`src/sv/encpid_pkg.sv`:
```
package encpid_pkg;

  // Configuration register indexes on the write port.
  typedef enum logic [2:0] {
    REG_TARGET_POSITION = 3'd0,
    REG_DRIVE_LIMIT     = 3'd1,
    REG_GAIN_P          = 3'd2,
    REG_GAIN_I          = 3'd3,
    REG_GAIN_D          = 3'd4
  } cfg_reg_t;

  localparam int CFG_INDEX_W = 3;
  localparam int CFG_DATA_W  = 32;
  localparam int LIMIT_W     = 15;
  localparam int GAIN_W      = 32;
  localparam int DRIVE_W     = 16;
  localparam int FRAC_W      = 16;

  // Products: 32b signed times 33b signed, and 33b signed times 33b signed.
  localparam int PROD_PI_W = 65;
  localparam int PROD_D_W  = 66;
  localparam int SUM_W     = 68;

  localparam logic signed [31:0] TARGET_RESET = 32'sd1;
  localparam logic [LIMIT_W-1:0] LIMIT_RESET  = 15'd30000;
  localparam logic [GAIN_W-1:0]  GAIN_P_RESET = 32'd655360;
  localparam logic [GAIN_W-1:0]  GAIN_I_RESET = 32'd66;
  localparam logic [GAIN_W-1:0]  GAIN_D_RESET = 32'd66;

  // Load strobes for the two register ranks that a submodule owns.
  typedef struct packed {
    logic ld_first;
    logic ld_second;
  } stage_pair_t;

  // Saturate a 33-bit signed value to the signed 32-bit range.
  function automatic logic signed [31:0] sat33to32(input logic signed [32:0] v);
    logic signed [31:0] r;
    if (v[32] != v[31]) begin
      r = v[32] ? 32'sh8000_0000 : 32'sh7FFF_FFFF;
    end else begin
      r = v[31:0];
    end
    return r;
  endfunction

endpackage

```
`src/sv/encpid_unwrap.sv`:
```
module encpid_unwrap
  import encpid_pkg::*;
#(
  parameter int COUNTS_PER_TURN_LOG2 = 13
) (
  input  logic                                   clk,
  input  logic                                   rst_n,
  input  stage_pair_t                            ctl,
  input  logic [COUNTS_PER_TURN_LOG2-1:0]        raw_angle,
  output logic signed [31:0]                     pos_r
);

  localparam int LOG2 = COUNTS_PER_TURN_LOG2;
  localparam int TW   = 32 - LOG2;
  localparam logic signed [LOG2:0] HALF_S     = (LOG2+1)'(1 << (LOG2 - 1));
  localparam logic signed [LOG2:0] NEG_HALF_S = -HALF_S;

  logic [LOG2-1:0]   raw_r;
  logic [LOG2-1:0]   prev_angle_r;
  logic [TW-1:0]     turn_r;
  logic [TW-1:0]     turn_nxt;
  logic signed [LOG2:0] diff;

  // A jump of more than half a turn is taken as a wrap through zero.
  always_comb begin
    diff = signed'({1'b0, raw_r}) - signed'({1'b0, prev_angle_r});
    if (diff > HALF_S) begin
      turn_nxt = turn_r - TW'(1);
    end else if (diff < NEG_HALF_S) begin
      turn_nxt = turn_r + TW'(1);
    end else begin
      turn_nxt = turn_r;
    end
  end

  always_ff @(posedge clk) begin
    if (!rst_n) begin
      turn_r       <= '0;
      prev_angle_r <= '0;
    end else if (ctl.ld_second) begin
      turn_r       <= turn_nxt;
      prev_angle_r <= raw_r;
    end
  end

  always_ff @(posedge clk) begin
    if (ctl.ld_first) begin
      raw_r <= raw_angle;
    end
    if (ctl.ld_second) begin
      pos_r <= signed'({turn_nxt, raw_r});
    end
  end

endmodule

```
`config.mk`:
```
export PLATFORM = sky130hd
export DESIGN_NAME = encpid_unwrap
export DESIGN_NICKNAME = d
export VERILOG_FILES = /design/src/sv/encpid_pkg.sv /design/src/sv/encpid_unwrap.sv
export SDC_FILE = /design/constraint.sdc
export NUM_CORES = 1
export LEC_CHECK = 0
export BUFFER_PORTS_ARGS = -buffer_cell sky130_fd_sc_hd__buf_2
export CORE_MARGIN = 1
export CORE_UTILIZATION = 45
export CTS_CLUSTER_SIZE = 10
export DETAILED_ROUTE_END_ITERATION = 12
export GPL_ROUTABILITY_DRIVEN = 0
export PLACE_DENSITY = 0.72
export SETUP_SLACK_MARGIN = 0.1
export SKIP_LAST_GASP = 1
export SLEW_MARGIN = 20
export SYNTH_ARGS = -nofsm -noshare
export SYNTH_HDL_FRONTEND = slang
export SYNTH_SLANG_ARGS = --single-unit
```
`constraint.sdc`:
```
create_clock -name clk -period 7.8 [get_ports clk]
set_input_delay 1.17 -clock clk [delete_from_list [all_inputs] [get_ports clk]]
set_output_delay 1.17 -clock clk [all_outputs]
set_load 0.03 [all_outputs]
```
==> qor.yml <==
avgViaCountPerCell: 5.89
tritoncts: "built"
critPathLaunchType: "flop"
crit_cells: 11
r2r_end: "turn_r[14]$_SDFFE_PN0P_"
grt_overflow: 0
cts-root-buf: "clkbuf_8"
die_h_um: 103
holdPathEnd: "turn_r[8]$_SDFFE_PN0P_"
port_buffers: 48
ff2ff_setup_slack_ps: 4240
synth_common_cells: "edfxtp_1, dfxtp_1, nand3_1"
fill_cells: 878
yosysWarningCount: 0
holdPathStages: 2
final_max_slew_viol_count: 0
fp.dieW_um: 103
hold_start: "turn_r[8]$_SDFFE_PN0P_"
routedWlPerCell_um: 15.5
leakage_uw: 0.00204
syn_area_sq_um: 4600
drt_iter0_drc: 178
synth-main-ff-cell: "edfxtp_1"
vias: 3714
grt_first_pass_wirelength_um: 15900
postSynthAreaPerCell_sq_um: 9.92
hold_viol: 0
cts_buffers: 9
final_core_util: 0.521
post-cts-setup-buffers: 0
rsz0062_at_grt: "no"
rows: 36
layout-drive-gt1-share: 0.153
drc: 0
ys_types: 64
cts_sinks: 77
worst_pin_slew_ps: 1060
ctsResizeCount: 0
ff2ff_path_depth: 11
final_area_sq_um: 5140
ant_nets: 0
fmax_mhz: 281
crit_chain: "inv_1 -> ha_1 -> fa_1 -> nand2_1 -> or4_4 -> a2111oi_4 -> o221ai_2 -> a2111o_4 -> nor2_8 -> nor3_1 -> or3_1"
antenna_found_initial: 0
ys_ff_latch: 77
min_path_type: "flop to flop"
initial_utilization: 0.467
slowest_delay_ps: 500
setup.worst_path.end_class: "flop"
die_area_sq_um: 10600
diodes: 0
setup_violations: 0
path_clk_slew_ps: 80
synth_top_area_frac: 0.294
p_total_uw: 1520
synthArstFlopShare: 0
fin_skew_ps: 11.1
postSynthNetCount: 497
crit_path_top_delay_cell: "a2111o_4"
dpl-instance-area_sq_um: 4870
synth.area.top_cells: "edfxtp_1, dfxtp_1, mux2i_1"
holdBufCountCts: 0
power_density_nw_per_um2: 296
worstSetupPathType: "flop to flop"
htreeDepth: 3
dp_slack_ps: 4230
arrival_ps: 3800
worstReg2RegStart: "raw_r[0]$_DFFE_PP_"
fin_setup_tns_ps: 0
fin_ws_ps: 4240
fin_nets: 526
finalCritPeriodShare: 0.457
routed_wirelength_um: 9770
yosys.area.top_type: "edfxtp_1"
area_delta_synth_final_pct: 11.6
clock_latency_ps: 360
maxCapViolations: 0
track_usage: 0.194
worst-path-buf-inv: 1
netlist_instances: 464
first_global_vias: 3386
ios: 49
first_pass_iters: 4
post-synth-top-count-cell: "edfxtp_1"
dpl.hpwl_um: 6450
critPathRequiredTime_ps: 8040
clockBufferDepth: 2
critical-path-top-delay-family: "simple AND/OR/NAND/NOR gates"
synth-edff-count: 45
ir_drop_mv: 0.129
status: "finished, final reports clean"
fp.coreArea_sq_um: 9860
grt_max_degree: 65
cp_max_fo: 37
period_needed_ps: 3560
ys_seq_area_frac: 0.433
slew_headroom: 0.294
[worst reg2reg max path, delay by kind of cell (launching register included)]
| family | cells | cell delay (ps) |
|---|---|---|
| and+or+nand+nor | 5 | 1390 |
| DFF | 1 | 380 |
| AOI/OAI and AO/OA | 3 | 940 |
| buffers and inverters | 1 | 60 |
| adders and majority gates | 2 | 690 |
[per-stage QoR]
step	std cells	hold slack (ps)
3_3_place_gp	615	445
2_1_floorplan	464	435
5_1_grt	631	491
6_report	631	467
3_5_place_dp	615	456
4_1_cts	631	469
[kinds of logic after synthesis]
family	Yosys count	synth area share
AO/OA/AOI/OAI	96	0.163
adder cells (fa/ha/maj)	16	0.0451
multiplexers	19	0.0413
AND/OR/NAND/NOR	180	0.226
buffers and inverters	56	0.0519
flip-flops	77	0.433
XOR/XNOR	20	0.0397
[placed cells by master, fill, tap and decap left out, types with 11 or more instances in the layout]
cell / count
buf_2: 48
edfxtp_1: 45
dfxtp_1: 32
nand3_1: 31
inv_1: 24
nand2_1: 23
nor2b_1: 21
mux2i_1: 19
nor3_1: 18
o21ai_0: 16
xor2_1: 16
ha_1: 15
o21ai_1: 13
or3_1: 13
nor2_1: 13
nand3b_1: 13
a21oi_1: 12
nand4_1: 12
o2111a_1: 11
[power breakdown]
group | internal [uW] | switching (uW)
sequential | 527 | 70.1
clock | 244 | 151
combinational | 194 | 335
[metal layers]
| metal | up-vias | share of wire | global-route usage |
|---|---|---|---|
| met4 | 0 | 0.013 | 0.0780 |
| met5 | - | 0 | 0 |
| li1 | 1805 | - | - |
| met2 | 118 | 0.49 | 0.321 |
| met3 | 15 | 0.049 | 0.0454 |
| met1 | 1776 | 0.45 | 0.245 |
[flip-flops by register name, indices dropped and copies added (netlist names)]
signal,count
turn_r,19
pos_r,32
prev_angle_r,13
raw_r,13
[layout make-up]
cell class	instances	area, sq um	area share
Clock buffer	9	124	0.0241
Sequential cell	77	1990	0.388
Tap cell	133	166	0.0324
Timing Repair Buffer	50	255	0.0497
Inverter	24	90.1	0.0175
Clock inverter	7	138	0.0268
Multi-Input combinational cell	331	2370	0.462
[worst max-delay path by stage]
stage,slack (ps),startpoint,to
2_1_floorplan,4480,raw_r[0]$_DFFE_PP_,pos_r[19]$_DFFE_PP_
3_3_place_gp,4310,raw_r[4]$_DFFE_PP_,turn_r[14]$_SDFFE_PN0P_
3_5_place_dp,4230,raw_r[0]$_DFFE_PP_,turn_r[12]$_SDFFE_PN0P_
4_1_cts,4220,raw_r[0]$_DFFE_PP_,turn_r[14]$_SDFFE_PN0P_
5_1_grt,3980,raw_r[0]$_DFFE_PP_,turn_r[16]$_SDFFE_PN0P_
6_report,4240,raw_r[0]$_DFFE_PP_,turn_r[14]$_SDFFE_PN0P_
(Power assumes the default switching activity.)
