--- config.mk ---
export PLATFORM = sky130hd
export DESIGN_NAME = encpid_err_integ
export DESIGN_NICKNAME = d
export VERILOG_FILES = /design/src/sv/encpid_pkg.sv /design/src/sv/encpid_err_integ.sv
export SDC_FILE = /design/constraint.sdc
export NUM_CORES = 1
export LEC_CHECK = 0
export BUFFER_PORTS_ARGS = -buffer_cell sky130_fd_sc_hd__buf_2
export CAP_MARGIN = 10
export CORE_ASPECT_RATIO = 0.7
export CORE_MARGIN = 2
export CORE_UTILIZATION = 50
export DETAILED_ROUTE_END_ITERATION = 8
export HOLD_SLACK_MARGIN = 0.12
export MAX_ROUTING_LAYER = met4
export PLACE_DENSITY = 0.75
export SYNTH_ARGS = -nofsm -noshare
export SYNTH_HDL_FRONTEND = slang
export SYNTH_SLANG_ARGS = --single-unit
--- constraint.sdc ---
create_clock -name clk -period 4.55 [get_ports clk]
set_input_delay 0.6825 -clock clk [delete_from_list [all_inputs] [get_ports clk]]
set_output_delay 0.6825 -clock clk [all_outputs]
set_load 0.05 [all_outputs]
--- src/sv/encpid_pkg.sv ---
package encpid_pkg;

  // Configuration register indexes on the write port.
  typedef enum logic [2:0] {
    REG_TARGET_POSITION = 3'd0,
    REG_DRIVE_LIMIT     = 3'd1,
    REG_GAIN_P          = 3'd2,
    REG_GAIN_I          = 3'd3,
    REG_GAIN_D          = 3'd4
  } cfg_reg_t;

  localparam int CFG_INDEX_W = 3;
  localparam int CFG_DATA_W  = 32;
  localparam int LIMIT_W     = 15;
  localparam int GAIN_W      = 32;
  localparam int DRIVE_W     = 16;
  localparam int FRAC_W      = 16;

  // Products: 32b signed times 33b signed, and 33b signed times 33b signed.
  localparam int PROD_PI_W = 65;
  localparam int PROD_D_W  = 66;
  localparam int SUM_W     = 68;

  localparam logic signed [31:0] TARGET_RESET = 32'sd1;
  localparam logic [LIMIT_W-1:0] LIMIT_RESET  = 15'd30000;
  localparam logic [GAIN_W-1:0]  GAIN_P_RESET = 32'd655360;
  localparam logic [GAIN_W-1:0]  GAIN_I_RESET = 32'd66;
  localparam logic [GAIN_W-1:0]  GAIN_D_RESET = 32'd66;

  // Load strobes for the two register ranks that a submodule owns.
  typedef struct packed {
    logic ld_first;
    logic ld_second;
  } stage_pair_t;

  // Saturate a 33-bit signed value to the signed 32-bit range.
  function automatic logic signed [31:0] sat33to32(input logic signed [32:0] v);
    logic signed [31:0] r;
    if (v[32] != v[31]) begin
      r = v[32] ? 32'sh8000_0000 : 32'sh7FFF_FFFF;
    end else begin
      r = v[31:0];
    end
    return r;
  endfunction

endpackage

--- src/sv/encpid_err_integ.sv ---
module encpid_err_integ
  import encpid_pkg::*;
(
  input  logic               clk,
  input  logic               rst_n,
  input  stage_pair_t        ctl,
  input  logic signed [31:0] target_position,
  input  logic signed [31:0] pos,
  output logic signed [31:0] err_r,
  output logic signed [31:0] integ_r,
  output logic signed [32:0] deriv_r,
  output logic signed [31:0] pos_r
);

  logic signed [31:0] err_c_r;
  logic signed [31:0] pos_c_r;
  logic signed [31:0] integral_r;
  logic signed [31:0] prev_err_r;
  logic signed [31:0] err_nxt;
  logic signed [31:0] integral_nxt;

  assign err_nxt      = sat33to32(33'(target_position) - 33'(pos));
  assign integral_nxt = sat33to32(33'(integral_r) + 33'(err_c_r));

  always_ff @(posedge clk) begin
    if (!rst_n) begin
      integral_r <= '0;
      prev_err_r <= '0;
    end else if (ctl.ld_second) begin
      integral_r <= integral_nxt;
      prev_err_r <= err_c_r;
    end
  end

  always_ff @(posedge clk) begin
    if (ctl.ld_first) begin
      err_c_r <= err_nxt;
      pos_c_r <= pos;
    end
    if (ctl.ld_second) begin
      err_r   <= err_c_r;
      integ_r <= integral_nxt;
      deriv_r <= 33'(err_c_r) - 33'(prev_err_r);
      pos_r   <= pos_c_r;
    end
  end

endmodule

==> metrics.md <==
| Metric | Value |
|---|---|
| Initial core utilization | between 50% and 60% |
| Min-Delay Path Depth | 1 |
| Mapped Area | 0.01371 mm2 |
| Sequential-to-total area share from yosys stat | about half |
| FMAX | 272.6 MHz |
| TritonCTS clock tree | built |
| ANT cells | 0 |
| Outcome | complete, no violations |
| Vias | just under 10000 |
| Fin area | 0.01590 mm2 |
| CP Cell Sequence | ha_1 -> inv_1 -> fa_1 -> nand2b_1 -> a21o_1 -> a21oi_1 -> o211a_1 -> or2_1 -> a2111o_1 -> a31oi_4 -> and2_1 -> buf_4 -> a21oi_2 |
| Worst setup SP type | register |
| Worst-Skew Late Latency | approximately 0.54 ns |
| Synth top cells by count | edfxtp_1, ha_1, a21oi_1, inv_1, nand2_1 |
| Worst min-delay path class | input port to register |
| Clock Tree Buf Depth | 3 |
| Fin crit period | ~3.7 ns |
| Worst R2R Start | err_c_r[0] |
| DRT Pass-1 Iters | 5 |
| Crit end category | register |
| Wire per inst | approximately 18 um |
| RSZ-0062 raised after global routing | false |
| CP required | roughly 5.0 ns |
| Setup violators final | 0 |
| Cell family with most CP delay | compound AO/OA/AOI/OAI gates |
| Ys flop type | edfxtp_1 |
| Post-route DRC | 0 |
| Crit path max fanout | 11 |
| Synth Register Bits | 257 |
| Ports | 197 |
| Yosys Warn Count | 0 |
| Num CTS Buffers | 27 |
| Setup slack, reg-to-reg | ~0.88 ns |
| Layout Skew | around 0.0078 ns |
| Critical path depth | 13 |
| CTS root buffer | clkbuf_16 |
| WP buf/inv | 2 |
| Synth Instances | 1238 |
| Die height | ~140 um |
| GPL Wtd Cong | 0.9051 |
| CP startpoint | err_c_r[0] |
| Nets | about 1600 |
| H-tree depth | 1 |
| Sink Count | between 200 and 300 |
| Overflow after GRT | 0 |
| Die X | approximately 200 um |
| Worst-Margin Slew | 1.078 ns |
| MaxCap Viol Count | 0 |
| Post-CTS Setup Bufs | 0 |
| Layout area overhead | 16.01% |
| Crit-path slowest cell | edfxtp_1 |
| Max VDD drop | 273.2 uV |
| Share of the synthesized area in the top cell type | approximately 42% |
| RR Endpoint | integral_r[22] |
| Row cnt | 50 |
| Routed WL | 31.98 mm |
| Input/output buffers | between 150 and 200 |
| CTS Hold Bufs | 0 |
| Slew margin rel. | 28.14% |
| Largest net degree at the start of global routing | between 90 and 100 |
| Core Box Area | around 0.027 mm2 |
| Crit share post-route | about 80% |
| Cell taking the most area after synthesis | edfxtp_1 |
| Initial antenna violation count | 0 |
| Vias per cell | roughly 5.5 |
| LEAKAGE | between 0.006 and 0.007 uW |
| Total GRT Usage | a little under a quarter |
| Post-Synthesis Mean Instance Area | ~11 um2 |
| Starting DRC count in detailed routing | between 700 and 800 |
| Global-route wire length before repair | between 50 and 60 mm |
| Vias in the first global route | around 9500 |
| Ys async rst share | 0% |
| Die area | 0.02878 mm2 |
| Share of post-route cells with drive strength above 1 | about a fifth |
| Pwr Density | a little over 600 mW/mm2 |
| Synthesized Nets | between 1000 and 1500 |
| R2R depth | 13 |
| Post-synth EDFFs | between 150 and 200 |
| Post-DP HPWL | 23.11 mm |
| Number of routed nets with antenna violations | 0 |
| CP Data Arrival Time | 4.09 ns |
| CP Capture Point | integral_r[22] |
| Clk slew on worst S/H paths | roughly 0.060 ns |
| Largest stage delay on the critical path | 0.54 ns |
| CTS resizes | 0 |
| Fin Setup TNS | 0 ns |
| Placed inst area | about 0.015 mm2 |
| Fin. max-slew vios | 0 |
| Count leader, synth | edfxtp_1 |
| Yosys cell types | 70 |
| Critical path type | register to register |
| Synth top area cells | edfxtp_1, dfxtp_1, ha_1 |
| Count of final hold-check violations | 0 |
cells by family after synthesis:
kind of cell | count (synthesis) | synth area share (%)
AOI/OAI and AO/OA | 362 | 17.38
and+or+nand+nor | 278 | 10.29
DFF | 257 | 51.63
buffers and inverters | 130 | 4.025
adders and majority gates | 102 | 9.420
xor gates and xnor gates | 77 | 4.920
muxes | 32 | 2.337
routing by layer:
| layer | GRT usage, % | wire length [um] | vias up | part of all wire [%] |
|---|---|---|---|---|
| met5 | - | 0 | - | 0 |
| met4 | 4.141 | 420 | 0 | 1.3 |
| met3 | 4.052 | 1955 | 35 | 6.1 |
| met2 | 31.87 | 13290 | 293 | 42 |
| met1 | 34.08 | 16320 | 4661 | 51 |
| li1 | - | - | 4942 | - |
cell usage in the layout, fill, tap and decap left out, types with 8 or more instances in the layout:
cell / instances
buf_2: 195
edfxtp_1: 193
ha_1: 96
a21oi_1: 95
inv_1: 95
nand2_1: 93
o21ai_0: 89
dfxtp_1: 64
xnor2_1: 54
nor2b_1: 45
a21o_1: 42
nor2_1: 38
mux2i_1: 32
clkbuf_16: 27
xor2_1: 23
a21oi_2: 22
nand2b_1: 19
nand3_1: 17
a211oi_1: 13
o21a_1: 12
and3_1: 12
o21bai_1: 11
nor3_1: 9
nand4_1: 9
a31oi_1: 9
and2_1: 9
buf_4: 8
cell type report:
class | count | area, um2
Timing Repair Buffer | 205 | 1067
Inverter | 95 | 356.6
Fill cell | 2229 | 10940
Clock buffer | 39 | 780.7
Multi-Input combinational cell | 851 | 6085
Sequential cell | 257 | 7077
Tap cell | 364 | 455.4
Clock inverter | 10 | 80.08
sequential cells by signal, summed over array words and instances (netlist names):
signal      flops
err_r          32
integ_r        32
integral_r     32
prev_err_r     32
err_c_r        32
pos_r          32
deriv_r        33
pos_c_r        32
metrics by stage:
stage          hold slack [ns]  std cells  worst slack, ns  util (%)  total power (uW)
2_1_floorplan           0.4003       1238           0.9817         -              6600
3_3_place_gp            0.4004       1772           0.6695     56.04              7489
3_5_place_dp            0.4054       1772           0.5577     56.04              7554
4_1_cts                 0.3020       1821           0.8720     59.25              9733
5_1_grt                 0.3057       1821           0.6670     59.25             10240
6_report                0.3329       1821           0.8818     59.25              9703
how the worst min path moves through the flow:
stage	start	to
final	pos[21]	pos_c_r[21]
after global routing	pos[27]	pos_c_r[27]
after CTS	pos[21]	pos_c_r[21]
after detailed placement	pos_c_r[0]	pos_r[0]
after global placement	pos_c_r[17]	pos_r[17]
after floorplan	pos_c_r[0]	pos_r[0]
worst register-to-register path, stage by stage (launching register included):
cell      delay (ns)
edfxtp_1        0.54
ha_1            0.31
inv_1           0.08
fa_1            0.19
nand2b_1        0.16
a21o_1          0.17
a21oi_1         0.11
o211a_1         0.27
or2_1           0.27
a2111o_1        0.43
a31oi_4         0.18
and2_1          0.43
buf_4           0.34
a21oi_2         0.09
power breakdown:
part / total (uW) / internal (uW) / switching, uW
sequential: 3460 / 3190 / 270
clock: 2140 / 1240 / 899
combinational: 4100 / 1310 / 2790
total: 9700 / 5750 / 3960
Note: power is estimated with default switching activity, not from simulation.
