$ cat src/sv/encpid_pkg.sv
package encpid_pkg;

  // Configuration register indexes on the write port.
  typedef enum logic [2:0] {
    REG_TARGET_POSITION = 3'd0,
    REG_DRIVE_LIMIT     = 3'd1,
    REG_GAIN_P          = 3'd2,
    REG_GAIN_I          = 3'd3,
    REG_GAIN_D          = 3'd4
  } cfg_reg_t;

  localparam int CFG_INDEX_W = 3;
  localparam int CFG_DATA_W  = 32;
  localparam int LIMIT_W     = 15;
  localparam int GAIN_W      = 32;
  localparam int DRIVE_W     = 16;
  localparam int FRAC_W      = 16;

  // Products: 32b signed times 33b signed, and 33b signed times 33b signed.
  localparam int PROD_PI_W = 65;
  localparam int PROD_D_W  = 66;
  localparam int SUM_W     = 68;

  localparam logic signed [31:0] TARGET_RESET = 32'sd1;
  localparam logic [LIMIT_W-1:0] LIMIT_RESET  = 15'd30000;
  localparam logic [GAIN_W-1:0]  GAIN_P_RESET = 32'd655360;
  localparam logic [GAIN_W-1:0]  GAIN_I_RESET = 32'd66;
  localparam logic [GAIN_W-1:0]  GAIN_D_RESET = 32'd66;

  // Load strobes for the two register ranks that a submodule owns.
  typedef struct packed {
    logic ld_first;
    logic ld_second;
  } stage_pair_t;

  // Saturate a 33-bit signed value to the signed 32-bit range.
  function automatic logic signed [31:0] sat33to32(input logic signed [32:0] v);
    logic signed [31:0] r;
    if (v[32] != v[31]) begin
      r = v[32] ? 32'sh8000_0000 : 32'sh7FFF_FFFF;
    end else begin
      r = v[31:0];
    end
    return r;
  endfunction

endpackage

$ cat src/sv/encpid_clamp.sv
module encpid_clamp
  import encpid_pkg::*;
(
  input  logic                      clk,
  input  logic                      ld,
  input  logic [LIMIT_W-1:0]        drive_limit,
  input  logic signed [SUM_W-1:0]   sum,
  input  logic signed [31:0]        pos,
  output logic signed [DRIVE_W-1:0] drive_r,
  output logic signed [31:0]        pos_r
);

  localparam int Q_W = SUM_W - FRAC_W;

  logic                 neg;
  logic [SUM_W-1:0]     mag;
  logic [Q_W-1:0]       quot;
  logic [LIMIT_W-1:0]   clipped;
  logic [DRIVE_W-1:0]   drive_nxt;

  // Work on the magnitude so that dropping the fraction truncates toward zero.
  always_comb begin
    neg  = sum[SUM_W-1];
    mag  = neg ? SUM_W'(-sum) : SUM_W'(sum);
    quot = mag[SUM_W-1:FRAC_W];
    if (quot > Q_W'(drive_limit)) begin
      clipped = drive_limit;
    end else begin
      clipped = quot[LIMIT_W-1:0];
    end
    drive_nxt = neg ? -{1'b0, clipped} : {1'b0, clipped};
  end

  always_ff @(posedge clk) begin
    if (ld) begin
      drive_r <= signed'(drive_nxt);
      pos_r   <= pos;
    end
  end

endmodule

$ cat config.mk
export PLATFORM = sky130hd
export DESIGN_NAME = encpid_clamp
export DESIGN_NICKNAME = d
export VERILOG_FILES = /design/src/sv/encpid_pkg.sv /design/src/sv/encpid_clamp.sv
export SDC_FILE = /design/constraint.sdc
export NUM_CORES = 1
export LEC_CHECK = 0
export ABC_AREA = 1
export BUFFER_PORTS_ARGS = -buffer_cell sky130_fd_sc_hd__clkbuf_2
export CORE_MARGIN = 10
export CORE_UTILIZATION = 50
export DETAILED_ROUTE_END_ITERATION = 16
export PLACE_DENSITY = 0.81
export SYNTH_ARGS = -nofsm -noshare
export SYNTH_HDL_FRONTEND = slang
export SYNTH_SLANG_ARGS = --single-unit
$ cat constraint.sdc
create_clock -name clk -period 8.1 [get_ports clk]
set_clock_uncertainty 0.15 [all_clocks]
set_input_delay 1.215 -clock clk [delete_from_list [all_inputs] [get_ports clk]]
set_output_delay 1.215 -clock clk [all_outputs]
set_load 0.02 [all_outputs]
==> out/metrics.cfg, run 1 <==
[clock_tree]
postCtsHoldBufs = 0
cts_resized = 0
cts.reportedPaths.clkPinSlew_ns = 0.08
clockBufferDepth = 2
cts_made_buffers = 5
cts.sinks = 48
post-cts-setup-buffers = 0
htreeDepth = 2
cts_tree = built
clockRootBuffer = clkbuf_8

[final_layout]
multi_input_area_um2 = 3070
area.growth.synth_to_final_pct = 20.7
diodes = 0
layout.nets = 1102
final_core_util_pct = 61.6
fillers = 993
drive_above_1_share_pct = 21.9
final-seq-area_um2 = 1440

[logic_synthesis]
yosysSeqAreaShare_pct = 29.1
ys_warn_count = 0
synth_area_leaders = edfxtp_1, nand2_1, nor2_1, nand3_1, inv_1
syn_nets = 941
synthAdderAreaFrac_pct = 4.30
synth.area.mux_share_pct = 0
synth.top_cell.area_share_pct = 29.1
synthXorXnorAreaFrac_pct = 4.25
yosys.area.top_type = edfxtp_1
synth_cell_types = 30
avgSynthCellArea_um2 = 6.13
syn-instance-count = 807
synth_top_family_by_area = simple AND/OR/NAND/NOR gates
synth-compound-area-share_pct = 5.24
synthSimpleGateAreaFrac_pct = 48.3
netlist_area_um2 = 4950
synth-seq-cells = 48

[flow_run]
drv_cap = 0

[floorplanning]
rows = 36
die_h_um = 119
die_area_um2 = 14300
io_pins = 165
die_w_um = 119
initial_utilization_pct = 51.1
core_area_um2 = 9680

[global_route]
grt_use_total_pct = 21.1
antenna_found_initial = 0
grt_overflow = 0
grt_max_degree = 58
grt_pass1_wl_um = 25200
grt_pass1_vias = 5190

[pwr]
intPower_w = 0.000438
switching_share_pct = 33.5
p_switching_w = 0.000221
total_power_w = 0.000658
power_leakage_nw = 3.04
combPwrFrac_pct = 33.8
clkPwrFrac_pct = 20.2
cellPowerDensity_nw_per_um2 = 110
ir_drop_mv = 0.0864
power_frac_seq_pct = 46.0

[sta]
post-route-period-util_pct = 62.6
slew_headroom_pct = 28.6
drv_slew = 0
fmax_mhz = 197
worst_slew_pin_slew_ns = 1.07
worst_slack_ns = 3.03
rsz0062_at_grt = false
period_needed_ns = 5.07
tns_ns = 0
hold_violations = 0
final-setup-viol-count = 0

[place]
dp_slack_ns = 2.81
place.gp.congestion = 1.02
port_buffers = 164
dp_hpwl_um = 13800

[worst_hold_path]
hp-start = pos[16]
min_path_type = input port to register

[critical_path]
path_class = input port to register
cp_data_arrival_time_ns = 4.96
crit_start = sum[67]
cp_data_required_time_ns = 7.99
start_kind = input port
critPathMaxFanout = 57
cp-end-kind = register
crit_path_end = drive_r[14]$_DFFE_PP_

[status]
status = finished clean

[routing]
drtPass1Iterations = 5
route.vias.total = 5568
drc = 0
initialDrtViolationCount = 448
viasPerCell = 5.05
antenna_left = 0
routedWlPerCell_um = 14.3
wirelength_um = 15800

-- cells in the mapped netlist --
cell,number
o21ai_1,4
and2_1,3
ha_1,17
a21oi_2,1
edfxtp_1,48
buf_1,2
buf_2,5
xnor2_1,13
nand4_1,12
clkbuf_1,3
o211ai_1,2
o21ai_4,1
nand3_2,1
o21ai_0,20
nand2_2,13
o31ai_1,2
inv_1,93
nor2_1,147
nor2_2,9
inv_2,5
buf_6,2
a21oi_1,8
xor2_1,11
nand2_4,2
nand3b_1,13
nor3_1,1
nand2_1,291
nor2_4,2
nand3_1,71
o21ai_2,5
-- power by group through the flow --
stage | Combinational (W) | Clock, W | Sequential (W)
finish | 0.000222 | 0.000133 | 0.000303
global route | 0.000249 | 0.000148 | 0.000304
CTS | 0.000222 | 0.000137 | 0.000303
detailed placement | 0.000222 | 0 | 0.000309
global placement | 0.000219 | 0 | 0.000308
floorplan | 0.000106 | 0 | 0.000337
-- through the flow --
step | hold WS (ns) | instance area [µm²] | std cells
floorplan | 1.16 | 4950 | 807
global placement | 1.24 | 5880 | 1094
detailed placement | 1.24 | 5880 | 1094
CTS | 0.934 | 5970 | 1102
global route | 0.926 | 5970 | 1102
finish | 0.943 | 5970 | 1102
-- registers in the layout (all words and copies together), names as in the netlist --
| register | flops |
|---|---|
| pos_r | 32 |
| drive_r | 16 |
-- final cells by class --
type                            count  area share (%)
Clock buffer                        5            1.15
Timing Repair Buffer              166            14.0
Inverter                           98            6.16
Tap cell                          133            2.79
Clock inverter                      3           0.294
Multi-Input combinational cell    649            51.4
Sequential cell                    48            24.2
-- cells by family after synthesis --
logic type / Yosys count
flops: 48
fa+ha+maj: 17
compound gates: 43
buf+inv: 110
xor+xnor: 24
simple gates: 565
-- layout by cell type, fill, tap and decap left out, types with 2 or more instances in the layout --
cell      instances
o211ai_1          2
nand4_1          12
nor2_4            2
xor2_1           11
and2_1            3
nand3b_1         13
nor2_2            9
nand2_4           2
xnor2_1          13
o21ai_1           4
inv_2             5
o31ai_1           2
nand3_1          71
o21ai_0          20
nand2_1         291
clkbuf_2        164
edfxtp_1         48
clkbuf_8          5
a21oi_1           8
ha_1             17
inv_1            93
buf_4             2
nor2_1          147
nand2_2          13
o21ai_2           5
-- worst min path at each step --
stage | endpoint | cells past startpoint | slack, ns
finish | pos_r[16]$_DFFE_PP_ | 1 | 0.94
global route | pos_r[5]$_DFFE_PP_ | 1 | 0.93
CTS | pos_r[16]$_DFFE_PP_ | 1 | 0.93
detailed placement | pos_r[5]$_DFFE_PP_ | 1 | 1.24
global placement | pos_r[8]$_DFFE_PP_ | 1 | 1.24
floorplan | pos_r[0]$_DFFE_PP_ | 0 | 1.16
-- critical path, cell delays in order --
cell and delay [ns]:
clkbuf_2 0.77, o21ai_0 0.37, xnor2_1 0.40, ha_1 0.31, nand2_1 0.06, o21ai_0 0.08, nor2_1 0.10, nand2_1 0.05
nand4_1 0.09, a21oi_2 0.07, nor2_4 0.19, nand2_4 0.20, nand2_1 0.12, o21ai_2 0.09, inv_1 0.10, ha_1 0.14
nand3_1 0.07, nor2_1 0.19, nand3_1 0.13, nand3b_1 0.10, nand2_1 0.08
-- per-layer routing --
metal,vias up,GRT usage (%),wire (µm)
met5,-,0,0
met4,0,7.62,450
met3,31,3.50,1330
met2,233,36.7,7410
met1,2424,25.6,6620
li1,2880,-,-
No activity file was read; power rests on OpenSTA's default activity.
==> run 2: changes to the inputs <==
- ABC_AREA: 1 -> 0
- PLACE_DENSITY: 0.81 -> 0.83
- clock period: 8.1 -> 5.1 ns (I/O delays scaled with it)
==> run 2 against run 1 <==
  * Worst setup slack got worse by 3.1 ns
  * Largest power group unchanged
  * Flip-flop and latch count did not move
  * Global-route usage rose by 7.4 points
  * The run now ends with setup timing left
  * Largest cell class unchanged
  * Highest routed layer unchanged
  * Critical path depth fell by 2
==> out/metrics.cfg, run 2 <==
[global_route]
grt_pass1_wl_um = 30100  ; was 25200 µm
grt_max_degree = 49  ; was 58
grt_use_total_pct = 28.5  ; was 21.1%
antenna_found_initial = 0  ; unchanged
grt_pass1_vias = 5685  ; was 5190
grt_overflow = 0  ; unchanged

[final_layout]
largest_register_ffs = 32  ; unchanged
area.growth.synth_to_final_pct = 51.2  ; was 20.7%
final_common_cell = clkbuf_2  ; was nand2_1
fillers = 583  ; was 993
layout.nets = 931  ; was 1102
largest-register = pos_r  ; unchanged
drive_above_1_share_pct = 46.9  ; was 21.9%
reg_top3 = pos_r: 32 flops, drive_r: 16 flops  ; unchanged
final_cell_mix = clkbuf_2, buf_4, nand2_1, edfxtp_1, nor2_1  ; was nand2_1, clkbuf_2, nor2_1, inv_1, nand3_1
diodes = 0  ; unchanged

[logic_synthesis]
synth_common_cells = nand2_1, edfxtp_1, nor2_1, inv_1, nor3_1  ; was nand2_1, nor2_1, inv_1, nand3_1, edfxtp_1
ys_warn_count = 0  ; unchanged
synth-seq-cells = 48  ; unchanged
netlist_area_um2 = 4450  ; was 4950 µm²
synth_area_leaders = edfxtp_1, ha_1, nand2_1, xnor2_1, mux2i_1  ; was edfxtp_1, nand2_1, nor2_1, nand3_1, inv_1
synth_cell_types = 66  ; was 30
yosys.area.top_type = edfxtp_1  ; unchanged
syn-instance-count = 508  ; was 807
avgSynthCellArea_um2 = 8.77  ; was 6.13 µm²
synth.top_cell.area_share_pct = 32.4  ; was 29.1%
async_flop_share_pct = 0  ; unchanged
ys.flop_type = edfxtp_1  ; unchanged
yosysSeqAreaShare_pct = 32.4  ; was 29.1%
syn_nets = 642  ; was 941
synth-edff-count = 48  ; unchanged
yosysMostFrequentCell = nand2_1  ; unchanged

[clock_tree]
cts_tree = built  ; unchanged
cts_made_buffers = 5  ; unchanged
clockRootBuffer = clkbuf_8  ; unchanged
clockBufferDepth = 2  ; unchanged
htreeDepth = 2  ; unchanged
postCtsHoldBufs = 0  ; unchanged
cts.reportedPaths.clkPinSlew_ns = 0.08  ; about the same
cts.sinks = 48  ; unchanged

[routing]
routedWlPerCell_um = 22.1  ; was 14.3 µm
antenna_left = 0  ; unchanged
wirelength_um = 20000  ; was 15800 µm
route.vias.total = 5809  ; was 5568
initialDrtViolationCount = 870  ; was 448
drc = 0  ; unchanged
drtPass1Iterations = 8  ; was 5
viasPerCell = 6.41  ; was 5.05

[critical_path]
path_class = input port to register  ; unchanged
cp_data_arrival_time_ns = 5.05  ; was 4.96 ns
crit_path_end = drive_r[8]$_DFFE_PP_  ; was drive_r[14]$_DFFE_PP_
start_kind = input port  ; unchanged
cp_data_required_time_ns = 5.00  ; was 7.99 ns
crit_start = sum[18]  ; was sum[67]
critPathMaxFanout = 5  ; was 57
cp-end-kind = register  ; unchanged

[status]
violations = setup timing
status = finished with violations  ; was finished clean

[place]
dp_hpwl_um = 15500  ; was 13800 µm
port_buffers = 164  ; unchanged
place.gp.congestion = 1.05  ; was 1.02

[pwr]
ir_drop_mv = 0.121  ; was 0.0864 mV
intPower_w = 0.000760  ; was 0.000438 W
power_frac_seq_pct = 42.1  ; was 46.0%
power_leakage_nw = 2.91  ; was 3.04 nW
cellPowerDensity_nw_per_um2 = 170  ; was 110 nW/µm²
total_power_w = 0.00115  ; was 0.000658 W
combPwrFrac_pct = 39.6  ; was 33.8%
switching_share_pct = 33.7  ; was 33.5%
clkPwrFrac_pct = 18.3  ; was 20.2%
p_switching_w = 0.000387  ; was 0.000221 W

[sta]
drv_slew = 0  ; unchanged
fmax_mhz = 194
rsz0062_at_grt = true  ; was false
tns_ns = -0.131  ; was 0 ns
hold_violations = 0  ; unchanged
period_needed_ns = 5.15
worst_slack_ns = -0.0542  ; was 3.03 ns
worst_slew_pin_slew_ns = 1.14  ; was 1.07 ns
final-setup-viol-count = 4  ; was 0
slew_headroom_pct = 24.3  ; was 28.6%
post-route-period-util_pct = 101
hold_slack_ns = 0.491  ; was 0.943 ns

[floorplanning]
rows = 34  ; was 36
die_area_um2 = 13100  ; was 14300 µm²
initial_utilization_pct = 51.3  ; was 51.1%
die_w_um = 114  ; was 119 µm
io_pins = 165  ; unchanged
die_h_um = 114  ; was 119 µm
core_area_um2 = 8680  ; was 9680 µm²

[flow_run]
drv_cap = 0  ; unchanged

[worst_hold_path]
min_path_type = input port to register  ; unchanged

## run 2: changes by cell type after synthesis, moves of 11 or more
cell      delta
nor2_1     -103
nand3_1     -49
nand2_1    -240
inv_1       -69
nor4_1      +22
nand3b_1    -11
nor3_1      +23
o31ai_1     +16
a21oi_1     +12
nand2_2     -13
mux2i_1     +17
## run 2: repair_timing
action | 4_1_cts | 5_1_grt
gates cloned | 0 | 0
resized for setup | 20 | 32
pin swaps | 13 | 22
buffers inserted | 5 | 6
setup endpoints to repair | 12 | 9
## run 2: critical path, stage by stage
cell and delay (ns):
buf_6 0.09, or4_4 0.54, buf_6 0.15, buf_12 0.12
nor4_4 0.31, nand4_2 0.20, o41ai_2 0.40, xor2_1 0.18
nand3_1 0.10, or4_4 0.55, nor4_4 0.31, buf_6 0.17
nor2_4 0.04, a21o_1 0.19, ha_4 0.19, inv_4 0.08
o21ai_1 0.06, mux4_2 0.44, a21boi_2 0.17
## run 2: logic make-up (layout without fill, tap and decap cells)
family	after synthesis	count (layout)	share of synthesized area, %
and+or+nand+nor	223	223	26.4
AOI/OAI and AO/OA	121	121	19.5
DFF	48	48	32.4
buffers and inverters	44	334	4.97
xor gates and xnor gates	30	30	5.90
muxes	25	25	6.10
adders and majority gates	17	17	4.78
## run 2: final cells by class
| type | instances | area (µm²) | area share (%) |
|---|---|---|---|
| Clock buffer | 7 | 76.3 | 1.13 |
| Clock inverter | 1 | 3.75 | 0.0558 |
| Inverter | 25 | 98.8 | 1.47 |
| Multi-Input combinational cell | 416 | 3090 | 46.0 |
| Sequential cell | 48 | 1440 | 21.4 |
| Tap cell | 108 | 135 | 2.01 |
| Timing Repair Buffer | 301 | 1880 | 28.0 |
## run 2: power by group through the flow
stage	clock network (W)	registers, W	logic (W)
5_1_grt	0.000223	0.000487	0.000484
4_1_cts	0.000213	0.000484	0.000427
2_1_floorplan	0	0.000534	0.000147
3_5_place_dp	0	0.000492	0.000408
3_3_place_gp	0	0.000490	0.000397
6_report	0.000210	0.000483	0.000454
## run 2: worst min-delay path by stage
stage,start,end,slack (ns),cells past startpoint
global placement,pos[1],pos_r[1]$_DFFE_PP_,0.79,1
floorplan,pos[0],pos_r[0]$_DFFE_PP_,0.71,0
CTS,pos[5],pos_r[5]$_DFFE_PP_,0.48,1
detailed placement,pos[14],pos_r[14]$_DFFE_PP_,0.79,1
finish,pos[14],pos_r[14]$_DFFE_PP_,0.49,1
global route,pos[14],pos_r[14]$_DFFE_PP_,0.48,1
## run 2: per-stage QoR
stage | cells | area, µm² | util, % | setup slack [ns]
6_report | 906 | 6730 | 77.6 | -0.0542
5_1_grt | 906 | 6730 | 77.6 | -0.233
4_1_cts | 900 | 6550 | 75.5 | -0.0402
3_5_place_dp | 887 | 6300 | 72.6 | -0.983
3_3_place_gp | 887 | 6300 | 72.6 | -0.793
2_1_floorplan | 508 | 4530 | - | -0.149
## run 2: per-layer routing
layer	track usage, %	vias to the layer above	wire length (µm)
met5	0	-	0
met3	8.18	92	2740
met1	37.1	2633	7690
met4	11.6	0	846
met2	43.3	523	8700
li1	-	2561	-
==> run 3: changes to the inputs <==
- ABC_AREA: 0 -> 1
- PLACE_DENSITY: 0.83 -> 0.81
==> run 3 against run 2 <==
  * The flow now finishes without violations
  * Maximum frequency rose by 18%
  * Global-route usage decreased by 7.2 points
  * Routed wire length is 21% lower
  * Total power fell by 8.5%
  * Sequential power hardly changed
  * Clock-buffer cell count down 2
  * Sequential share of layout area increased by 2.7 points
  * Cell count is 22% higher
  * Largest cell class unchanged
==> out/metrics.cfg, run 3 (same netlist as run 1, synthesis figures left out) <==
[routing]
antenna_left = 0  ; unchanged
drc = 0  ; unchanged
viasPerCell = 5.02  ; was 6.41
wirelength_um = 15800  ; was 20000 µm
routedWlPerCell_um = 14.3  ; was 22.1 µm
initialDrtViolationCount = 495  ; was 870
route.vias.total = 5544  ; was 5809
drtPass1Iterations = 6  ; was 8

[floorplanning]
io_pins = 165  ; unchanged
die_h_um = 119  ; was 114 µm
rows = 36  ; was 34
die_w_um = 119  ; was 114 µm
core_area_um2 = 9680  ; was 8680 µm²
die_area_um2 = 14300  ; was 13100 µm²
initial_utilization_pct = 51.1  ; was 51.3%

[clock_tree]
cts_resized = 0  ; was 20
clockBufferDepth = 2  ; unchanged
cts.sinks = 48  ; unchanged
postCtsHoldBufs = 0  ; unchanged
clockRootBuffer = clkbuf_8  ; unchanged
cts.reportedPaths.clkPinSlew_ns = 0.09  ; was 0.08 ns
post-cts-setup-buffers = 0  ; was 5
cts_tree = built  ; unchanged
cts_made_buffers = 5  ; unchanged
htreeDepth = 2  ; unchanged

[critical_path]
path_class = input port to register  ; unchanged
cp-end-kind = register  ; unchanged
critPathMaxFanout = 23  ; was 5
start_kind = input port  ; unchanged
cp_data_arrival_time_ns = 4.29  ; was 5.05 ns
cp_data_required_time_ns = 5.01  ; was 5.00 ns

[sta]
worst_slew_pin_slew_ns = 0.668  ; was 1.14 ns
slew_headroom_pct = 55.0  ; was 24.3%
tns_ns = 0  ; was -0.131 ns
hold_violations = 0  ; unchanged
rsz0062_at_grt = false  ; was true
final-setup-viol-count = 0  ; was 4
drv_slew = 0  ; unchanged
period_needed_ns = 4.38  ; was 5.15 ns
fmax_mhz = 228  ; was 194 MHz
post-route-period-util_pct = 85.9  ; was 101%

[final_layout]
final_cell_mix = nand2_1, clkbuf_2, nor2_1, inv_1, nand3_1  ; was clkbuf_2, buf_4, nand2_1, edfxtp_1, nor2_1
final_core_util_pct = 61.7  ; was 77.6%
largest_register_ffs = 32  ; unchanged
layout.nets = 1103  ; was 931
largest-register = pos_r  ; unchanged
final_common_cell = nand2_1  ; was clkbuf_2
fillers = 975  ; was 583
reg_top3 = pos_r: 32 flops, drive_r: 16 flops  ; unchanged
area.growth.synth_to_final_pct = 20.9  ; was 51.2%
drive_above_1_share_pct = 22.0  ; was 46.9%
design_area_um2 = 5980  ; was 6730 µm²

[global_route]
grt_pass1_vias = 5095  ; was 5685
grt_overflow = 0  ; unchanged
grt_max_degree = 49  ; unchanged
grt_use_total_pct = 21.3  ; was 28.5%
grt_pass1_wl_um = 24900  ; was 30100 µm
antenna_found_initial = 0  ; unchanged

[flow_run]
drv_cap = 0  ; unchanged

[pwr]
power_leakage_nw = 3.04  ; was 2.91 nW
ir_drop_mv = 0.187  ; was 0.121 mV
cellPowerDensity_nw_per_um2 = 175  ; was 170 nW/µm²

[place]
place.gp.congestion = 0.986  ; was 1.05
dp_hpwl_um = 13700  ; was 15500 µm
place_area_um2 = 5890  ; was 6300 µm²
port_buffers = 164  ; unchanged

[status]
status = finished clean  ; was finished with violations

[worst_hold_path]
min_path_type = input port to register  ; unchanged

-- run 3: cell count changes in the layout (fill, tap and decap cells not counted), sizes merged, moves of 10 or more --
cell / change
nor3: -23
o31ai: -16
nand2: +255
a21oi: -11
nand3: +49
o21ai: +10
nor4: -24
mux2i: -17
inv: +74
nor2: +114
nand3b: +11
buf: -135
-- run 3: layout make-up --
cell class	count	area (µm²)	area share (%)
multi-input combinational	649	3070	51.3
sequential	48	1440	24.1
timing repair buffer	167	843	14.1
inverter	98	368	6.15
tap	133	166	2.78
clock buffer	5	68.8	1.15
clock inverter	3	18.8	0.314
antenna	1	2.50	0.0418
-- run 3: worst max-delay path, cell delays in order --
cell and delay, ns:
clkbuf_2 0.09, nor2_1 0.14, nand2_1 0.07, nor2_1 0.19
nand3_1 0.26, o21ai_0 0.29, xnor2_1 0.20, ha_1 0.30
a21oi_1 0.16, a21oi_1 0.08, nor2_1 0.09, nand2_1 0.06
nand4_1 0.09, a21oi_2 0.08, nor2_4 0.20, nand2_4 0.20
nand2_1 0.13, o21ai_2 0.08, inv_1 0.09, ha_1 0.14
nand3_1 0.07, nor2_1 0.21, nand3_1 0.14, nand3b_1 0.10
nand2_1 0.06
-- run 3: power by group --
| part | internal (W) | switching [W] | leakage [nW] | total (W) |
|---|---|---|---|---|
| combinational | 0.000127 | 0.000227 | 2.53 | 0.000353 |
| clock | 0.0000945 | 0.000121 | 0.0378 | 0.000215 |
| sequential | 0.000473 | 0.00000773 | 0.470 | 0.000480 |
| total | 0.000694 | 0.000355 | 3.04 | 0.00105 |
-- run 3: final timing paths --
path | from | endpoint | slack (ns) | depth (start not counted)
worst min-delay path | pos[16] | pos_r[16]$_DFFE_PP_ | 0.47 | 1
worst max-delay path | sum[8] | drive_r[14]$_DFFE_PP_ | 0.72 | 25
-- run 3: metrics by stage --
stage / hold WS, ns / setup WS [ns] / total power (W) / std cells
after floorplan: 0.714 / 0.918 / 0.000703 / 807
after global placement: 0.792 / 0.496 / 0.000837 / 1095
after detailed placement: 0.794 / 0.420 / 0.000842 / 1095
after CTS: 0.458 / 0.757 / 0.00106 / 1103
after global routing: 0.458 / 0.345 / 0.00112 / 1103
final: 0.475 / 0.718 / 0.00105 / 1104
-- run 3: layer usage --
layer	vias to the layer above	wire [µm]	part of all wire (%)	track usage, %
met5	-	0	0	0
met4	0	553	3.5	9.50
met3	30	1190	7.5	4.35
met2	217	7310	46	35.7
met1	2422	6710	43	25.8
li1	2875	-	-	-
